**src/rtl/assert_macros.svh**
```systemverilog
// ----------------------------------------------------------------------------
// assertion macros
// concurrent checks that compile away when SYNTH is defined
// ----------------------------------------------------------------------------
`ifndef ASSERT_MACROS_SVH
`define ASSERT_MACROS_SVH

`ifndef SYNTH
// same-cycle implication
`define ASSERT_IMPLY(lbl, clk, rst, ante, cons) \
   lbl: assert property (@(posedge clk) disable iff (rst) (ante) |-> (cons)) \
      else $error("assertion failed: same-cycle implication");
// next-cycle implication
`define ASSERT_NEXT(lbl, clk, rst, ante, cons) \
   lbl: assert property (@(posedge clk) disable iff (rst) (ante) |=> (cons)) \
      else $error("assertion failed: next-cycle implication");
`else
`define ASSERT_IMPLY(lbl, clk, rst, ante, cons)
`define ASSERT_NEXT(lbl, clk, rst, ante, cons)
`endif

`endif

```
**src/rtl/fasd_pkg.sv**
```systemverilog
// ----------------------------------------------------------------------------
// fasd_pkg
// types and constants of the flight arming state detector
// ----------------------------------------------------------------------------
`timescale 1ns / 1ps

package fasd_pkg;

   typedef enum logic [2:0] {
      ST_DISARMED   = 3'd0,
      ST_ARMED      = 3'd1,
      ST_READY      = 3'd2,
      ST_TAKING_OFF = 3'd3,
      ST_FLYING     = 3'd4,
      ST_LANDING    = 3'd5,
      ST_TESTING    = 3'd6
   } state_type;

   // pilot commands
   localparam logic [7:0] CMD_DISARM = 8'd0;
   localparam logic [7:0] CMD_ARM    = 8'd1;
   localparam logic [7:0] CMD_LAND   = 8'd2;

   // register indexes
   localparam int unsigned CSR_INDEX_W = 3;
   localparam logic [CSR_INDEX_W-1:0] REG_TOUCHDOWN_RANGE    = 3'd0;
   localparam logic [CSR_INDEX_W-1:0] REG_LANDING_HOLD_TICKS = 3'd1;
   localparam logic [CSR_INDEX_W-1:0] REG_TILT_LIMIT         = 3'd2;
   localparam logic [CSR_INDEX_W-1:0] REG_LANDING_MIN_RANGE  = 3'd3;
   localparam logic [CSR_INDEX_W-1:0] REG_TAKEOFF_RANGE      = 3'd4;
   localparam logic [CSR_INDEX_W-1:0] REG_THROTTLE_START     = 3'd5;
   localparam logic [CSR_INDEX_W-1:0] REG_STICK_EXTREME      = 3'd6;

   // register reset values
   localparam logic [15:0]        RST_TOUCHDOWN_RANGE    = 16'd10;
   localparam logic [6:0]         RST_LANDING_HOLD_TICKS = 7'd50;
   localparam logic [11:0]        RST_TILT_LIMIT         = 12'd960;
   localparam logic [15:0]        RST_LANDING_MIN_RANGE  = 16'd500;
   localparam logic [15:0]        RST_TAKEOFF_RANGE      = 16'd100;
   localparam logic signed [11:0] RST_THROTTLE_START     = 12'sd80;
   localparam logic [10:0]        RST_STICK_EXTREME      = 11'd1440;
   localparam logic [7:0]         RST_LANDING_COUNTDOWN  = 8'd50;

   localparam int unsigned CSR_DATA_W = 16;
   localparam int unsigned REQ_BITS   = 99;
   localparam int unsigned REQ_DATA_W = 104;
   localparam int unsigned RSP_DATA_W = 8;

endpackage

```
**src/rtl/flight_arming_state_detector_core.sv**
```systemverilog
// ----------------------------------------------------------------------------
// flight_arming_state_detector_core
// per-tick arming and flight state tracker for a multirotor controller
// ----------------------------------------------------------------------------
// each request is one control tick: pilot command, four stick positions,
// downward range, measured roll and pitch and a calibration pass pulse.
// each request gives exactly one response holding the new flight state and
// a flag that is set when the state differs from that of the previous tick.
// a request is taken into an input register, goes through the combinational
// state checks and lands in a response register: rsp_tvalid rises as it moves
// there; while rsp_tready stays high, one request is taken every cycle.
// the state, last command, calibration latch and landing countdown are
// updated as the request moves to the response register, so back-to-back
// ticks see the state left by the one before.
// when the receiver stalls, the response register holds and the input
// register fills; req_tready drops only once both are full.
// reset (synchronous) empties both registers, restores the registers of
// the csr port to their defaults and returns to disarmed, uncalibrated.
// the csr port must be written while no request is in flight; not enforced.
// ----------------------------------------------------------------------------
`timescale 1ns / 1ps
`include "assert_macros.svh"

module flight_arming_state_detector_core (
   input  logic                                   clock,
   input  logic                                   reset,
   // request tdata, from bit 0: pilot_command[8], stick_roll[12], stick_pitch[12],
   // stick_yaw[12], stick_throttle[12], ground_range[16], attitude_roll[13],
   // attitude_pitch[13], calibration_passed[1], zero pad[5]
   input  logic                                   req_tvalid,
   output logic                                   req_tready,
   input  logic [fasd_pkg::REQ_DATA_W-1:0]        req_tdata,
   // response tdata, from bit 0: flight_state[3], state_changed[1], zero pad[4]
   output logic                                   rsp_tvalid,
   input  logic                                   rsp_tready,
   output logic [fasd_pkg::RSP_DATA_W-1:0]        rsp_tdata,
   input  logic                                   csr_we,
   input  logic [fasd_pkg::CSR_INDEX_W-1:0]       csr_index,
   input  logic [fasd_pkg::CSR_DATA_W-1:0]        csr_wdata
);

   // configuration registers
   logic [15:0]        touchdown_range_ff;
   logic [6:0]         landing_hold_ticks_ff;
   logic [11:0]        tilt_limit_ff;
   logic [15:0]        landing_min_range_ff;
   logic [15:0]        takeoff_range_ff;
   logic signed [11:0] throttle_start_ff;
   logic [10:0]        stick_extreme_ff;

   // tick state
   fasd_pkg::state_type state_ff, state_in;
   logic [7:0]          prev_cmd_ff;
   logic                imu_ready_ff, imu_ready_in;
   logic [7:0]          countdown_ff, countdown_in;

   // pipeline registers
   logic                             in_valid_ff;
   logic [fasd_pkg::REQ_BITS-1:0]    in_data_ff;
   logic                             out_valid_ff;
   logic [2:0]                       out_state_ff;
   logic                             out_changed_ff;

   logic advance;

   // unpacked request fields
   logic [7:0]         cmd;
   logic signed [11:0] s_roll, s_pitch, s_yaw, s_thr;
   logic [15:0]        range;
   logic signed [12:0] a_roll, a_pitch;
   logic               cal_pass;

   logic signed [12:0] ext_pos, ext_neg;
   logic [12:0]        abs_roll, abs_pitch;
   logic               on_ground, gesture, thr_low, tilted;

   assign cmd      = in_data_ff[7:0];
   assign s_roll   = signed'(in_data_ff[19:8]);
   assign s_pitch  = signed'(in_data_ff[31:20]);
   assign s_yaw    = signed'(in_data_ff[43:32]);
   assign s_thr    = signed'(in_data_ff[55:44]);
   assign range    = in_data_ff[71:56];
   assign a_roll   = signed'(in_data_ff[84:72]);
   assign a_pitch  = signed'(in_data_ff[97:85]);
   assign cal_pass = in_data_ff[98];

   assign advance    = in_valid_ff && (!out_valid_ff || rsp_tready);
   assign req_tready = !in_valid_ff || advance;
   assign rsp_tvalid = out_valid_ff;
   assign rsp_tdata  = {4'b0000, out_changed_ff, out_state_ff};

   assign ext_pos = signed'({2'b00, stick_extreme_ff});
   assign ext_neg = -ext_pos;

   // magnitude of the most negative angle still fits as unsigned
   assign abs_roll  = a_roll[12]  ? (~a_roll + 13'd1)  : a_roll;
   assign abs_pitch = a_pitch[12] ? (~a_pitch + 13'd1) : a_pitch;

   assign on_ground = range < touchdown_range_ff;
   assign thr_low   = 13'(s_thr) == ext_neg;
   assign gesture   = (13'(s_yaw) == ext_neg) && thr_low
                      && (13'(s_roll) == ext_pos) && (13'(s_pitch) == ext_neg);
   assign tilted    = (abs_roll > {1'b0, tilt_limit_ff})
                      || (abs_pitch > {1'b0, tilt_limit_ff});

   // checks run in order; one tick may step through several states
   always_comb begin
      state_in     = state_ff;
      countdown_in = countdown_ff;
      imu_ready_in = imu_ready_ff || cal_pass;

      if (cmd == fasd_pkg::CMD_DISARM) begin
         state_in = fasd_pkg::ST_DISARMED;
      end
      if (cmd == fasd_pkg::CMD_ARM && prev_cmd_ff == fasd_pkg::CMD_DISARM && imu_ready_in) begin
         state_in = fasd_pkg::ST_ARMED;
      end
      if (state_in == fasd_pkg::ST_ARMED && gesture) begin
         state_in = fasd_pkg::ST_READY;
      end
      if (state_in == fasd_pkg::ST_READY && s_thr > throttle_start_ff) begin
         state_in = (cmd == fasd_pkg::CMD_ARM) ? fasd_pkg::ST_TAKING_OFF
                                               : fasd_pkg::ST_TESTING;
      end
      if (state_in == fasd_pkg::ST_TAKING_OFF && range > takeoff_range_ff) begin
         state_in = fasd_pkg::ST_FLYING;
      end
      if (state_in == fasd_pkg::ST_FLYING) begin
         if (on_ground && thr_low) begin
            state_in = fasd_pkg::ST_DISARMED;
         end else if (cmd == fasd_pkg::CMD_LAND && prev_cmd_ff != fasd_pkg::CMD_LAND
                      && range > landing_min_range_ff) begin
            state_in = fasd_pkg::ST_LANDING;
         end
      end
      if ((state_in == fasd_pkg::ST_TAKING_OFF || state_in == fasd_pkg::ST_FLYING)
          && tilted) begin
         state_in = fasd_pkg::ST_DISARMED;
      end
      if (state_in == fasd_pkg::ST_LANDING) begin
         if (on_ground) begin
            if (countdown_ff == 8'd0) begin
               state_in = fasd_pkg::ST_DISARMED;
            end else begin
               countdown_in = countdown_ff - 8'd1;
            end
         end else begin
            countdown_in = {1'b0, landing_hold_ticks_ff};
         end
         // leaving the land command overrides a touchdown disarm
         if (cmd != fasd_pkg::CMD_LAND) begin
            state_in = fasd_pkg::ST_FLYING;
         end
      end
   end

   always_ff @(posedge clock) begin
      if (reset) begin
         touchdown_range_ff    <= fasd_pkg::RST_TOUCHDOWN_RANGE;
         landing_hold_ticks_ff <= fasd_pkg::RST_LANDING_HOLD_TICKS;
         tilt_limit_ff         <= fasd_pkg::RST_TILT_LIMIT;
         landing_min_range_ff  <= fasd_pkg::RST_LANDING_MIN_RANGE;
         takeoff_range_ff      <= fasd_pkg::RST_TAKEOFF_RANGE;
         throttle_start_ff     <= fasd_pkg::RST_THROTTLE_START;
         stick_extreme_ff      <= fasd_pkg::RST_STICK_EXTREME;
      end else if (csr_we) begin
         unique case (csr_index)
            fasd_pkg::REG_TOUCHDOWN_RANGE:    touchdown_range_ff    <= csr_wdata;
            fasd_pkg::REG_LANDING_HOLD_TICKS: landing_hold_ticks_ff <= csr_wdata[6:0];
            fasd_pkg::REG_TILT_LIMIT:         tilt_limit_ff         <= csr_wdata[11:0];
            fasd_pkg::REG_LANDING_MIN_RANGE:  landing_min_range_ff  <= csr_wdata;
            fasd_pkg::REG_TAKEOFF_RANGE:      takeoff_range_ff      <= csr_wdata;
            fasd_pkg::REG_THROTTLE_START:     throttle_start_ff     <= signed'(csr_wdata[11:0]);
            fasd_pkg::REG_STICK_EXTREME:      stick_extreme_ff      <= csr_wdata[10:0];
            default: ;
         endcase
      end
   end

   always_ff @(posedge clock) begin
      if (reset) begin
         state_ff     <= fasd_pkg::ST_DISARMED;
         prev_cmd_ff  <= fasd_pkg::CMD_DISARM;
         imu_ready_ff <= 1'b0;
         countdown_ff <= fasd_pkg::RST_LANDING_COUNTDOWN;
      end else if (advance) begin
         state_ff     <= state_in;
         prev_cmd_ff  <= cmd;
         imu_ready_ff <= imu_ready_in;
         countdown_ff <= countdown_in;
      end
   end

   always_ff @(posedge clock) begin
      if (reset) begin
         in_valid_ff  <= 1'b0;
         out_valid_ff <= 1'b0;
      end else begin
         if (req_tready) begin
            in_valid_ff <= req_tvalid;
         end
         if (advance) begin
            out_valid_ff <= 1'b1;
         end else if (rsp_tready) begin
            out_valid_ff <= 1'b0;
         end
      end
   end

   // payload registers
   always_ff @(posedge clock) begin
      if (req_tready && req_tvalid) begin
         in_data_ff <= req_tdata[fasd_pkg::REQ_BITS-1:0];
      end
      if (advance) begin
         out_state_ff   <= state_in;
         out_changed_ff <= state_in != state_ff;
      end
   end

   `ASSERT_NEXT(a_changed_vs_prior, clock, reset, !reset && advance,
      rsp_tdata[3] == (rsp_tdata[2:0] != $past(state_ff)))
   `ASSERT_NEXT(a_state_holds_idle, clock, reset, !reset && !advance, $stable(state_ff))
   `ASSERT_NEXT(a_imu_latch_sticks, clock, reset, !reset && imu_ready_ff, imu_ready_ff)
   `ASSERT_IMPLY(a_no_drop_on_stall, clock, reset, in_valid_ff && out_valid_ff && !rsp_tready,
      !req_tready)

endmodule
```
**config.mk**
```make
export PLATFORM = sky130hd
export DESIGN_NAME = flight_arming_state_detector_core
export DESIGN_NICKNAME = d
export VERILOG_FILES = /design/src/rtl/fasd_pkg.sv /design/src/rtl/flight_arming_state_detector_core.sv
export VERILOG_INCLUDE_DIRS = /design/src /design/src/rtl
export SDC_FILE = /design/constraint.sdc
export NUM_CORES = 1
export LEC_CHECK = 0
export ABC_AREA = 1
export BUFFER_PORTS_ARGS = -buffer_cell sky130_fd_sc_hd__buf_2
export CORE_ASPECT_RATIO = 0.6
export CORE_UTILIZATION = 59
export CTS_CLUSTER_SIZE = 30
export DETAILED_ROUTE_END_ITERATION = 8
export GPL_TIMING_DRIVEN = 1
export PLACE_DENSITY_LB_ADDON = 0.15
export RECOVER_POWER = 50
export SYNTH_ARGS = -nofsm -noshare
export SYNTH_HDL_FRONTEND = slang
export SYNTH_SLANG_ARGS = --single-unit
```
**constraint.sdc**
```tcl
create_clock -name clock -period 3.7 [get_ports clock]
set_input_delay 0.37 -clock clock [delete_from_list [all_inputs] [get_ports clock]]
set_output_delay 0.37 -clock clock [all_outputs]
set_load 0.05 [all_outputs]
```
; Word-level counts from Yosys, hierarchy flattened
; Index checks and enable logic that the tools add are counted.
[classes]
add_sub_neg = 4
multipliers = 0
div_mod_pow = 0
order_cmp = 6
eq_ne = 23
n_shift = 0
mux = 20
bitwise_logic = 2
reduce_logical = 34
[ops]
columns = cell, n
row1 = 3-bit two-way mux, 14
row2 = 12-bit by 13-bit == test with 1-bit output, 3
row3 = 16-bit greater-than comparator, 2
row4 = 13-bit by 1-bit adder with 13-bit output (second input constant), 2
row5 = 13-bit by 12-bit greater-than comparator with 1-bit output, 2
row6 = 13-bit two-way mux, 2
row7 = 13-bit NOT, 2
row8 = 8-bit zero test, 3
row9 = 3-bit == test (second input constant), 6
row10 = 16-bit < comparator, 1
row11 = 8-bit two-way mux, 2
row12 = 8-bit by 2-bit inequality test with 1-bit output (second input constant), 2
row13 = 3-bit by 2-bit == test with 1-bit output (second input constant), 5
row14 = 1-bit logical AND, 14
row15 = 2-bit AND reduction, 7
row16 = 11-bit negator with 13-bit output, 1
row17 = 12-bit == test, 1
row18 = 12-bit greater-than comparator, 1
row19 = 8-bit by 1-bit == test with 1-bit output (second input constant), 1
row20 = 8-bit by 2-bit == test with 1-bit output (second input constant), 1
row21 = 8-bit by 1-bit subtractor with 8-bit output (second input constant), 1
row22 = 3-bit by 1-bit == test with 1-bit output (second input constant), 2
row23 = 1-bit logical OR, 5
row24 = 3-bit zero test, 1
row25 = 6 further kinds, 8
[totals]
ff_bits = 215
latch_bits = 0
ram_bits = 0
mem_bits_ro = 0
out_inout_bits = 10
wordCells = 105
n_memories = 0

; Depth between registers and ports, before layout
[depth]
word_depth = 25
ltp_mapped = 27
mapped_depth_nobuf = 27

; Worst setup path after synthesis
; OpenSTA, ideal clock, no wires.
[synth_timing]
path_kind = reg2reg
from = register out_valid_ff (netlist: rsp_tvalid)
to = register in_data_ff[0] (netlist name) (enable)
setup_ns = 0.452
t_arrival_ns = 3.077
required_ns = 3.248
slack_ns = 0.171
path_stages_with_launch = 4
n_path_buf = 0
synth_period_minus_slack_ns = 3.529
path_cell_list = dfxtp_1 > nand3_1 > nand2_1 > inv_1
[synth_via]
elab_chain_cells = 5
[synth_rtl]
columns = element, line
row1 = from (decl), flight_arming_state_detector_core.sv:60  ; logic out_valid_ff;
row2 = from (signal assigned), flight_arming_state_detector_core.sv:197  ; out_valid_ff <= 1'b0;
row3 = from (signal assigned), flight_arming_state_detector_core.sv:203  ; out_valid_ff <= 1'b1;
row4 = from (signal assigned), flight_arming_state_detector_core.sv:205  ; out_valid_ff <= 1'b0;
row5 = 1-bit zero test, flight_arming_state_detector_core.sv:87  ; assign advance = in_valid_ff && (!out_valid_ff || rsp_tready);
row6 = 1-bit logical OR, flight_arming_state_detector_core.sv:87
row7 = 1-bit logical AND, flight_arming_state_detector_core.sv:87
row8 = 1-bit logical OR, flight_arming_state_detector_core.sv:88  ; assign req_tready = !in_valid_ff || advance;
row9 = net req_tready, flight_arming_state_detector_core.sv:31  ; output logic req_tready,
row10 = 1-bit logical AND, flight_arming_state_detector_core.sv:212  ; if (req_tready && req_tvalid) begin
row11 = to (signal assigned), flight_arming_state_detector_core.sv:213  ; in_data_ff <= req_tdata[fasd_pkg::REQ_BITS-1:0];
row12 = to (decl), flight_arming_state_detector_core.sv:59  ; logic [fasd_pkg::REQ_BITS-1:0] in_data_ff;
; The timed path passes the listed nets, and every way through them passes these cells.
; A chain may end at the register's enable or synchronous reset.

; Worst setup path after layout
[layout_timing]
from = register in_data_ff[72] (netlist name)
to = register out_changed_ff (data pin)
[layout_via]
elab_chain_cells = 12
elab_cells_between_ends = 13
[layout_rtl]
columns = element, line
row1 = 13-bit NOT, flight_arming_state_detector_core.sv:96  ; assign abs_roll = a_roll[12] ? (~a_roll + 13'd1) : a_roll;
row2 = 13-bit by 1-bit adder with 13-bit output, flight_arming_state_detector_core.sv:96
row3 = 13-bit two-way mux *, flight_arming_state_detector_core.sv:96
row4 = 13-bit by 12-bit greater-than comparator with 1-bit output *, flight_arming_state_detector_core.sv:103  ; assign tilted = (abs_roll > {1'b0, tilt_limit_ff})
row5 = 1-bit logical OR *, flight_arming_state_detector_core.sv:104  ; || (abs_pitch > {1'b0, tilt_limit_ff});
row6 = 1-bit logical AND *, flight_arming_state_detector_core.sv:137  ; && tilted) begin
row7 = 3-bit two-way mux *, flight_arming_state_detector_core.sv:136  ; if ((state_in == fasd_pkg::ST_TAKING_OFF || state_in == fasd_pkg::ST_FLYING)
row8 = 3-bit two-way mux, flight_arming_state_detector_core.sv:142  ; if (countdown_ff == 8'd0) begin
row9 = 3-bit two-way mux, flight_arming_state_detector_core.sv:141  ; if (on_ground) begin
row10 = 3-bit two-way mux, flight_arming_state_detector_core.sv:151  ; if (cmd != fasd_pkg::CMD_LAND) begin
row11 = 3-bit two-way mux *, flight_arming_state_detector_core.sv:140  ; if (state_in == fasd_pkg::ST_LANDING) begin
row12 = 3-bit inequality test *, flight_arming_state_detector_core.sv:217  ; out_changed_ff <= state_in != state_ff;
row13 = to (signal assigned), flight_arming_state_detector_core.sv:217
row14 = to (decl), flight_arming_state_detector_core.sv:62  ; logic out_changed_ff;
; Every way passes the cells marked *; elsewhere a longest branch is shown, timed or not.

==> impl_summary.log <==
[metrics] number of design-rule violations left by the first detailed-router iteration: 1011
[metrics] via count of the first global-routing pass: 8767
[metrics] asr flop ratio synth: 0
[metrics] Fill cells: 1487
[metrics] number of antenna violations at the first check in global routing: 1
[metrics] final core utilization: 0.706
[metrics] CTS hold repair buffers: 0
[metrics] Inserted Diodes: 0
[metrics] Total GRT Usage: 0.285
[metrics] sequential share of the synthesized area: 0.472
[metrics] Fmax achieved: between 200 and 300 MHz
[metrics] Via Count: around 9600
[metrics] Floorplan Core Area: 18400 um2
[metrics] shortest period the worst path allows: approximately 3700 ps
[metrics] max capacitance violation total: 2
[metrics] Worst Hold Margin: around 27 ps
[metrics] synth warn: 0
[metrics] total of flip-flops plus latches after synthesis: between 200 and 250
[metrics] average via count per standard cell: 5.56
[metrics] maximum fanout count along the critical path: 4
[metrics] cell-internal power: approximately 0.0040 W
[metrics] final setup violation count: 0
[metrics] sum of routed wire length over all layers: 28.0 mm
[metrics] total CTS buffers: 21
[metrics] final-stage net count: between 1500 and 2000
[metrics] sink count of the clock tree: 215
[metrics] routed length per instance: 16.2 um
[metrics] Final Cycle Share: 0.988
[metrics] I/O pin count: ~140
[metrics] number of buffers added on ports: 128
[metrics] Storage cell area: ~5300 um2
[metrics] share of post-route cells with drive strength above 1: 0.154
[metrics] first-pass GRT wire length: 44.0 mm
[metrics] standard-cell rows: 38
[metrics] endpoint kind of the worst setup timing path: flop
[metrics] RSZ-0062 raised after global routing: true
[metrics] crit path kind: flop to flop
[metrics] die width: 181 um
[metrics] Final Max Slew Viols: 136
[metrics] number of different library cells in the post-synthesis netlist: 51
[metrics] worst setup skew after layout: 15.1 ps
[metrics] placed wire-length estimate after detailed placement: between 20 and 25 mm
[metrics] required time at the endpoint of the critical path: approximately 4000 ps
[metrics] part of the total power dissipated in combinational logic: 0.137
[metrics] Worst EP arrival: 3910 ps
[metrics] type of the most critical hold path: input pin to flop
[metrics] proportion of power drawn by flip-flops and latches: 0.491
[metrics] LEAKAGE: between 5 and 6 nW
[metrics] CTS tree: yes
[metrics] number of H-tree branching levels: 1
[metrics] violated checks: max-capacitance violations, max-slew violations
[metrics] remaining antenna violation count: 0
[metrics] placer's final routability congestion estimate: approximately 0.95
[metrics] gate count after technology mapping: 1342
[metrics] Clock transition at path regs: around 70 ps
[metrics] Switch Pwr: 0.00146 W
[metrics] proportion of total power due to net switching: 0.266
[metrics] die extent in y: 109 um
[metrics] Hold Violations, Final: 0
[metrics] detailed-router iteration count before antenna repair: 5
[metrics] detailed-route DRC error count: 0
[metrics] cell area after synthesis: 11300 um2
[metrics] power consumption: 0.00549 W
[metrics] primary flip-flop cell chosen by synthesis mapping: dfxtp_1
[metrics] Rel. slew slack: -0.317
[metrics] clock network fraction of design power: 0.371
[metrics] Power Density: 423 nW/um2
[metrics] clk_lat worst skew: around 510 ps
[metrics] GRT Residual Overflow: 0
[metrics] Starting Density: 0.614
[metrics] Area growth syn-to-layout: 15.0%
[metrics] largest net degree at the start of global routing: 93
[metrics] slew at the pin closest to its max-slew limit: just under 2000 ps
[metrics] status: finished with violations
[metrics] number of enable flip-flop cells after synthesis: between 100 and 150
[metrics] Clock Path Buffers: 3
[metrics] mean area per synthesized cell: 8.42 um2
[metrics] area occupied by multi-input gates: 5240 um2
[metrics] Total Die Area: 19700 um2
[metrics] highest ir drop seen on vdd: ~0.34 mV
[metrics] type of element launching the critical path: flop
[metrics] CTS root buffer: clkbuf_16
[final cells by class]
class                      count  share of cell area
sequential                   215               0.411
clock inverter                 6             0.00250
tap                          240              0.0231
inverter                     200              0.0583
timing repair buffer         137              0.0552
clock buffer                  32              0.0467
multi-input combinational    901               0.403
[cell usage after synthesis, drive strengths merged, types with 2 or more instances]
master,instances,area [um2]
nand2,260,1010
inv,199,747
nor2,133,519
a21oi,115,579
dfxtp,112,2240
o21ai,108,548
edfxtp,103,3090
ha,87,1090
nand3,60,315
o211ai,26,195
clkbuf,22,82.6
nor3,18,90.1
xor2,18,158
nand4,12,81.3
nand3b,11,82.6
xnor2,8,70.1
buf,7,45.1
a31oi,6,37.5
a211oi,5,42.5
o31ai,5,37.5
nor4,4,25.0
a21boi,2,15.0
a21o,2,15.0
and2,2,12.5
nor3b,2,15.0
nor4b,2,17.5
o21bai,2,26.3
[timing repair]
action | in CTS | in global routing
resized for setup | 3 | 37
gates cloned | 0 | 0
setup buffers | 0 | 3
endpoints found under the setup margin | 1 | 15
pin swaps | 0 | 15
[layer usage]
metal / routed length, um / track usage / part of all wire
met1: 13400 / 0.433 / 0.48
met2: 11400 / 0.418 / 0.41
met3: 2670 / 0.0541 / 0.095
met4: 533 / 0.0641 / 0.019
met5: 12 / 0 / 0.00043
[final timing paths]
check / startpoint / endpoint / slack, ps / cells past startpoint
worst min register to register: imu_ready_ff / imu_ready_ff / 450 / 2
worst max-delay path: in_data_ff[72] / out_changed_ff / 50 / 23
worst min-delay path: req_tdata[69] / in_data_ff[69] / 30 / 1
worst max register to register: in_data_ff[72] / out_changed_ff / 50 / 23
[cells in the final DEF (no fill, tap or decap), types with 3 or more instances in the layout]
cell type	count
edfxtp_1	103
xor2_1	18
nor3_2	3
nand3_1	52
o21ai_0	103
nor2_1	127
inv_1	187
nand4_1	11
o211ai_1	26
a21oi_1	111
xnor2_1	8
nand2_1	247
nor4_1	4
nor3_1	12
nand3b_1	11
ha_1	85
a211oi_1	4
nor3_4	3
buf_4	7
inv_2	11
a21oi_2	4
conb_1	4
dfxtp_1	110
clkbuf_8	4
o21ai_2	3
a31oi_1	5
clkbuf_1	8
buf_2	127
nand3_2	8
nand2_2	12
clkbuf_16	21
clkinv_2	4
o31ai_1	5
nor2_2	4
[through the flow]
stage               area [um2]  TNS (ps)  instances  setup slack [ps]
floorplan                11300         0       1345               171
global placement         12200         0       1690              62.6
detailed placement       12200     -6.84       1690             -6.84
CTS                      12800         0       1728              16.0
global route             13000      -400       1731              -199
finish                   13000         0       1731              45.5
[power by group through the flow]
stage / Clock [W] / Sequential, W / Combinational (W)
after floorplan: 0 / 0.00273 / 0.000481
final: 0.00204 / 0.00270 / 0.000754
after global routing: 0.00216 / 0.00271 / 0.000848
after global placement: 0 / 0.00274 / 0.000685
after detailed placement: 0 / 0.00274 / 0.000715
after CTS: 0.00206 / 0.00269 / 0.000722
[kinds of logic (layout without fill, tap and decap cells)]
kind of cell | Yosys count | after routing | share of synthesized area
other | 1 | 4 | 0.000332
xor gates and xnor gates | 27 | 27 | 0.0223
adders and majority gates | 87 | 87 | 0.0964
DFF | 215 | 215 | 0.472
and+or+nand+nor | 505 | 505 | 0.193
AOI/OAI and AO/OA | 278 | 278 | 0.138
buffers and inverters | 229 | 375 | 0.0782
[state kept, by name, indices dropped and copies added (netlist names)]
signal / cells
out_changed_ff: 1
takeoff_range_ff: 16
countdown_ff: 8
stick_extreme_ff: 11
imu_ready_ff: 1
throttle_start_ff: 12
rsp_tvalid: 1
state_ff: 3
landing_min_range_ff: 16
out_state_ff: 3
in_data_ff: 99
touchdown_range_ff: 16
landing_hold_ticks_ff: 7
in_valid_ff: 1
prev_cmd_ff: 8
tilt_limit_ff: 12
[worst max-delay path, cell delays in order (launching register included)]
cell and delay, ps:
edfxtp_1 410, inv_2 100, ha_4 130, inv_2 40
nor3_4 180, inv_2 70, nor3_4 200, inv_2 80
nor3_4 200, inv_1 70, nor3_2 190, nor2_1 80
xor2_1 150, ha_1 310, nand4_1 90, or3b_4 410
o21ai_2 80, nand3_2 140, inv_2 80, nor2_2 40
nand2_2 120, nand3_2 80, nand2_1 70, nand3_1 60
(Power assumes the default switching activity.)
